**config.mk**
```make
export PLATFORM = sky130hd
export DESIGN_NAME = ftmd_fuzzify
export DESIGN_NICKNAME = d
export VERILOG_FILES = /design/src/rtl/ftmd_pkg.sv /design/src/rtl/ftmd_fuzzify.sv
export SDC_FILE = /design/constraint.sdc
export NUM_CORES = 1
export LEC_CHECK = 0
export CAP_MARGIN = 20
export CORE_UTILIZATION = 35
export DETAILED_ROUTE_END_ITERATION = 6
export DONT_BUFFER_PORTS = 1
export GPL_TIMING_DRIVEN = 0
export PLACE_DENSITY = 0.61
export SLEW_MARGIN = 10
export SYNTH_ARGS = -nofsm -noshare
export SYNTH_HDL_FRONTEND = slang
export SYNTH_SLANG_ARGS = --single-unit
```
**constraint.sdc**
```tcl
create_clock -name clk -period 14.4 [get_ports clk]
set_clock_uncertainty 0.2 [all_clocks]
set_input_delay 0 -clock clk [delete_from_list [all_inputs] [get_ports clk]]
set_output_delay 0 -clock clk [all_outputs]
set_load 0.03 [all_outputs]
```
**src/rtl/ftmd_pkg.sv**
```systemverilog
package ftmd_pkg;

  localparam int unsigned D_STEP = 960;
  localparam int unsigned D_MAX  = 3840;
  localparam int unsigned A_STEP = 480;
  localparam int unsigned A_LIM  = 960;

  typedef logic [16:0] mu_t;
  typedef logic [2:0]  seg_t;
  typedef logic [2:0]  lvl_t;

  // Rule tables, index = angle_seg * 5 + distance_seg; entries are level codes 0..6.
  function automatic lvl_t left_rule(input logic [4:0] idx);
    lvl_t r;
    case (idx)
      5'd0: r = 3'd0;  5'd1: r = 3'd0;  5'd2: r = 3'd1;  5'd3: r = 3'd4;  5'd4: r = 3'd5;
      5'd5: r = 3'd0;  5'd6: r = 3'd1;  5'd7: r = 3'd2;  5'd8: r = 3'd4;  5'd9: r = 3'd5;
      5'd10: r = 3'd1; 5'd11: r = 3'd2; 5'd12: r = 3'd3; 5'd13: r = 3'd4; 5'd14: r = 3'd5;
      5'd15: r = 3'd1; 5'd16: r = 3'd2; 5'd17: r = 3'd4; 5'd18: r = 3'd5; 5'd19: r = 3'd6;
      5'd20: r = 3'd1; 5'd21: r = 3'd2; 5'd22: r = 3'd5; 5'd23: r = 3'd6; 5'd24: r = 3'd6;
      default: r = 3'd3;
    endcase
    return r;
  endfunction

  function automatic lvl_t right_rule(input logic [4:0] idx);
    lvl_t r;
    case (idx)
      5'd0: r = 3'd1;  5'd1: r = 3'd2;  5'd2: r = 3'd5;  5'd3: r = 3'd6;  5'd4: r = 3'd6;
      5'd5: r = 3'd1;  5'd6: r = 3'd2;  5'd7: r = 3'd4;  5'd8: r = 3'd5;  5'd9: r = 3'd6;
      5'd10: r = 3'd1; 5'd11: r = 3'd2; 5'd12: r = 3'd3; 5'd13: r = 3'd4; 5'd14: r = 3'd5;
      5'd15: r = 3'd0; 5'd16: r = 3'd1; 5'd17: r = 3'd2; 5'd18: r = 3'd4; 5'd19: r = 3'd5;
      5'd20: r = 3'd0; 5'd21: r = 3'd0; 5'd22: r = 3'd1; 5'd23: r = 3'd4; 5'd24: r = 3'd5;
      default: r = 3'd3;
    endcase
    return r;
  endfunction

endpackage

```
**src/rtl/ftmd_fuzzify.sv**
```systemverilog
`default_nettype none
// Two-stage fuzzifier: clamp and segment, then reciprocal scaling of the offset.
module ftmd_fuzzify
  import ftmd_pkg::*;
(
  input  wire logic        clk,
  input  wire logic        rst,
  input  wire logic        in_valid,
  input  wire logic [11:0] distance,
  input  wire logic [11:0] angle,
  output logic             mu_valid,
  output seg_t             d_seg,
  output mu_t              d_hi,
  output seg_t             a_seg,
  output mu_t              a_hi
);

  logic        v1;
  seg_t        dseg1, aseg1;
  logic [9:0]  doff1;
  logic [8:0]  aoff1;
  logic        dtop1, atop1;

  logic [11:0] dcl;
  logic [10:0] apos;
  logic signed [12:0] asx;

  always_comb begin
    dcl = (distance > 12'(D_MAX)) ? 12'(D_MAX) : distance;
    asx = 13'(signed'(angle));
    if (asx < -13'sd960)     apos = 11'd0;
    else if (asx > 13'sd960) apos = 11'(2 * A_LIM);
    else                     apos = 11'(asx + 13'sd960);
  end

  // Segment by compare ladder; keep the offset.
  always_ff @(posedge clk) begin
    if (rst) v1 <= 1'b0;
    else     v1 <= in_valid;
    dtop1 <= (dcl >= 12'(D_MAX));
    atop1 <= (apos >= 11'(2 * A_LIM));
    if (dcl >= 12'd2880)      begin dseg1 <= 3'd3; doff1 <= 10'(dcl - 12'd2880); end
    else if (dcl >= 12'd1920) begin dseg1 <= 3'd2; doff1 <= 10'(dcl - 12'd1920); end
    else if (dcl >= 12'd960)  begin dseg1 <= 3'd1; doff1 <= 10'(dcl - 12'd960);  end
    else                      begin dseg1 <= 3'd0; doff1 <= 10'(dcl); end
    if (apos >= 11'd1440)      begin aseg1 <= 3'd3; aoff1 <= 9'(apos - 11'd1440); end
    else if (apos >= 11'd960)  begin aseg1 <= 3'd2; aoff1 <= 9'(apos - 11'd960);  end
    else if (apos >= 11'd480)  begin aseg1 <= 3'd1; aoff1 <= 9'(apos - 11'd480);  end
    else                       begin aseg1 <= 3'd0; aoff1 <= 9'(apos); end
  end

  // round(off*65536/W): 65536/960 = 1024/15, 65536/480 = 2048/15.
  // q = floor((off*1024*2 + 15)/30) for distance; exact via reciprocal of 30.
  logic [20:0] dnum;
  logic [20:0] anum;
  logic [47:0] dprod, aprod;
  logic [16:0] dq, aq;
  always_comb begin
    dnum  = 21'({doff1, 11'd0}) + 21'd15;  // off*2048 + 15, then /30
    anum  = 21'({aoff1, 12'd0}) + 21'd15;  // off*4096 + 15, then /30
    dprod = 48'(dnum) * 48'd71582789;      // ceil(2^31/30)
    aprod = 48'(anum) * 48'd71582789;
    dq    = 17'(dprod >> 31);
    aq    = 17'(aprod >> 31);
  end

  always_ff @(posedge clk) begin
    if (rst) mu_valid <= 1'b0;
    else     mu_valid <= v1;
    d_seg <= dtop1 ? 3'd3 : dseg1;
    d_hi  <= dtop1 ? 17'd65536 : dq;
    a_seg <= atop1 ? 3'd3 : aseg1;
    a_hi  <= atop1 ? 17'd65536 : aq;
  end

endmodule
`default_nettype wire

```
==> results.cfg <==
[clocking]
cts_made_buffers = 9
cts_num_sinks = 65
post_cts_buffers = 0
clk_pin_slew_ns = 0.06
cts_tree = yes
postCtsResizedCells = 0
htreeDepth = 3
cts_root_buf = clkbuf_16
clock_latency_ns = 0.34
clockBufferDepth = 2

[synth]
yosys.area.top_type = ha_1
synth_simple_gate_area_share_pct = 11.4
synth_edf_count = 0
yosys_warnings = 0
synth-xor-area-share_pct = 3.26
netlist_top_cells_area = ha_1 (39%), dfxtp_1 (17%), inv_1 (7.5%), fa_1 (5.4%), a21oi_1 (3.0%)
synth_flop_cell = dfxtp_1
synth_top_family_by_area = adder cells
syn_inst = 889
synth_compound_area_share_pct = 15.2
synth-seq-cells = 65
synth-seq-area-share_pct = 16.7
synth_mux_area_share_pct = 0.385
synth_area_per_cell_um2 = 8.78
syn_area_um2 = 7800
synth.top_cell.area_share_pct = 39.1
ys_types = 64
synth_commonest_cells = ha_1 (244), inv_1 (155), dfxtp_1 (65), nor2_1 (54), a21oi_1 (46)
yosysMostFrequentCell = ha_1
synth-async-reset-ratio_pct = 0
yosys.area_share.adder_pct = 44.5

[detailed_routing]
viasPerCell = 5.04
drt_pass1_iterations = 5
route.vias.total = 6178
drc = 0
drtIter0Drc = 247
avgRoutedWirePerCell_um = 13.2
wl_um = 16200
ant_nets = 0

[power]
p_comb_share_pct = 68.1
pwr-share-clk_pct = 12.2
pwr-share-seq_pct = 19.7
leakage_uw = 0.00467
peakVddDrop_mv = 0.0835
p_int_uw = 918
p_sw_uw = 920
p_sw_share_pct = 50.0
powerDensity_nw_per_um2 = 208

[sta]
slew_violations = 0
fin_crit_sh_pct = 36.3
finalHoldViolCount = 0
rsz0062_at_grt = no
slew-limit-headroom_pct = 44.3
hold_slack_ns = 0.00861
setup_viol = 0
period_needed_ns = 5.23
fmax_mhz = 191
final.setup.tns_ns = 0
worst_slew_pin_slew_ns = 0.825

[critical_path]
crit_type = reg2reg
startpoint_type = register
path_delay_family = adder cells
crit_path_end_kind = register
critical_path_arrival_ns = 5.24
worstPathMaxFanout = 6
worstPathRequired_ns = 14.41
cp_num_buf_inv = 4
cpMostUsedCell = ha_1
path_cells = ha_1 > inv_1 > fa_1 > inv_1 > fa_1 > inv_1 > ha_1 > inv_1 > ha_1 > ha_1 > ha_1 > nand3_1 > o41ai_1 > a21oi_1 > a21oi_1 > a311oi_1 > xor2_1 > nor2_1
worstSetupPathDepth = 18
r2r_cells = 18
slowest_delay_ns = 0.69
slowest_stage = o41ai_1

[finish]
area_growth_pct = 13.5
nets = 1232
final_layout_size_suffix_gt1_share_pct = 4.44
nFillCells = 2189

[grt]
overflow = 0
grt_pass1_vias = 5777
grt_pass1_wl_um = 27200
grt_max_degree = 14
gr-usage-all-layers_pct = 15.1
antenna_found_initial = 1

[min_path]
holdCritPathClass = in2reg
min_path_cells = 4

[floorplan]
fp.dieH_um = 151
dieWidth_um = 151
core_area_um2 = 21800
start_util_pct = 35.7
io-pin-count = 68
die_area_um2 = 22900
rows = 54

[placement]
port_buffers = 0
hpwl_um = 13100
gp_congestion = 0.854

[job]
maxCapViolCount = 0

[outcome]
outcome = complete, no violations
[worst paths after layout]
check / end / startpoint / slack (ns)
worst max-delay path: d_hi[13] / doff1[7] / 9.17
worst min-delay path: aoff1[8] / angle[10] / 0.009
worst max register to register: d_hi[13] / doff1[7] / 9.17
worst min register to register: mu_valid / v1 / 0.26
[tightest hold or removal path: cells and delay by family]
kind | cells | cell delay, ns
XOR/XNOR | 1 | 0.07
AO/OA/AOI/OAI | 2 | 0.31
buffers and inverters | 1 | 0.13
[routing by layer]
metal / vias up / GRT usage, % / part of all wire (%)
li1: 3201 / - / -
met4: 0 / 5.15 / 1.7
met5: - / 0 / 0
met3: 15 / 2.59 / 4.0
met1: 2872 / 20.3 / 49
met2: 90 / 24.2 / 45
[repair_timing]
| item | CTS | global route |
|---|---|---|
| hold buffers | 39 | 0 |
| endpoints found under the setup margin | 0 | 0 |
| endpoints found under the hold margin | 26 | 0 |
[layout make-up]
cell class              instances  area [um^2]  share of cell area [%]
diodes                          1         2.50                  0.0283
well taps                     280          350                    3.96
repair buffers                 39          390                    4.41
flip-flops and latches         65         1300                    14.7
multi-input cells             651         5840                    65.9
clock buffers                   9          225                    2.54
clock inverters                 7         78.8                   0.890
plain buffers                  19         85.1                   0.961
inverters                     155          582                    6.57
[placed cells by master, fill, tap and decap left out, types with 13 or more instances in the layout]
master and n:
fa_1 21, a21o_1 17, dfxtp_1 65, nand2_1 32, dlygate4sd3_1 39, xor2_1 14
o21ai_0 29, nor3_1 13, ha_1 244, xnor2_1 15, a31oi_1 16, nand3_1 18
a21oi_1 46, inv_1 155, nor2_1 54
[sequential cells by signal, summed over array words and instances, names as in the netlist]
signal / count
aseg1: 2
dtop1: 1
d_seg: 2
a_seg: 2
doff1: 10
v1: 1
d_hi: 17
dseg1: 2
aoff1: 9
a_hi: 17
atop1: 1
mu_valid: 1
[stage by stage]
step / utilization [%] / total power (uW) / setup slack, ns / instance area (um^2) / instances
2_1_floorplan: - / 1340 / 9.79 / 7800 / 890
3_3_place_gp: 37.4 / 1590 / 9.22 / 8160 / 1170
3_5_place_dp: 37.4 / 1600 / 9.16 / 8160 / 1170
4_1_cts: 40.6 / 1860 / 9.12 / 8850 / 1225
5_1_grt: 40.6 / 2070 / 8.85 / 8850 / 1225
6_report: 40.6 / 1840 / 9.17 / 8850 / 1226
[cell families (layout without fill, tap and decap cells)]
family / count (synthesis) / count (layout)
compound gates: 174 / 174
xor+xnor: 29 / 29
fa+ha+maj: 265 / 265
buf+inv: 174 / 229
flops: 65 / 65
mux: 3 / 3
other cells: 1 / 3
simple gates: 178 / 178
[power groups by stage]
stage	Combinational [uW]	Clock [uW]	Sequential, uW
after global placement	1220	0	369
after floorplan	981	0	355
final	1250	224	362
after global routing	1460	240	368
after CTS	1260	232	364
after detailed placement	1230	0	369
No activity file was read; power rests on OpenSTA's default activity.
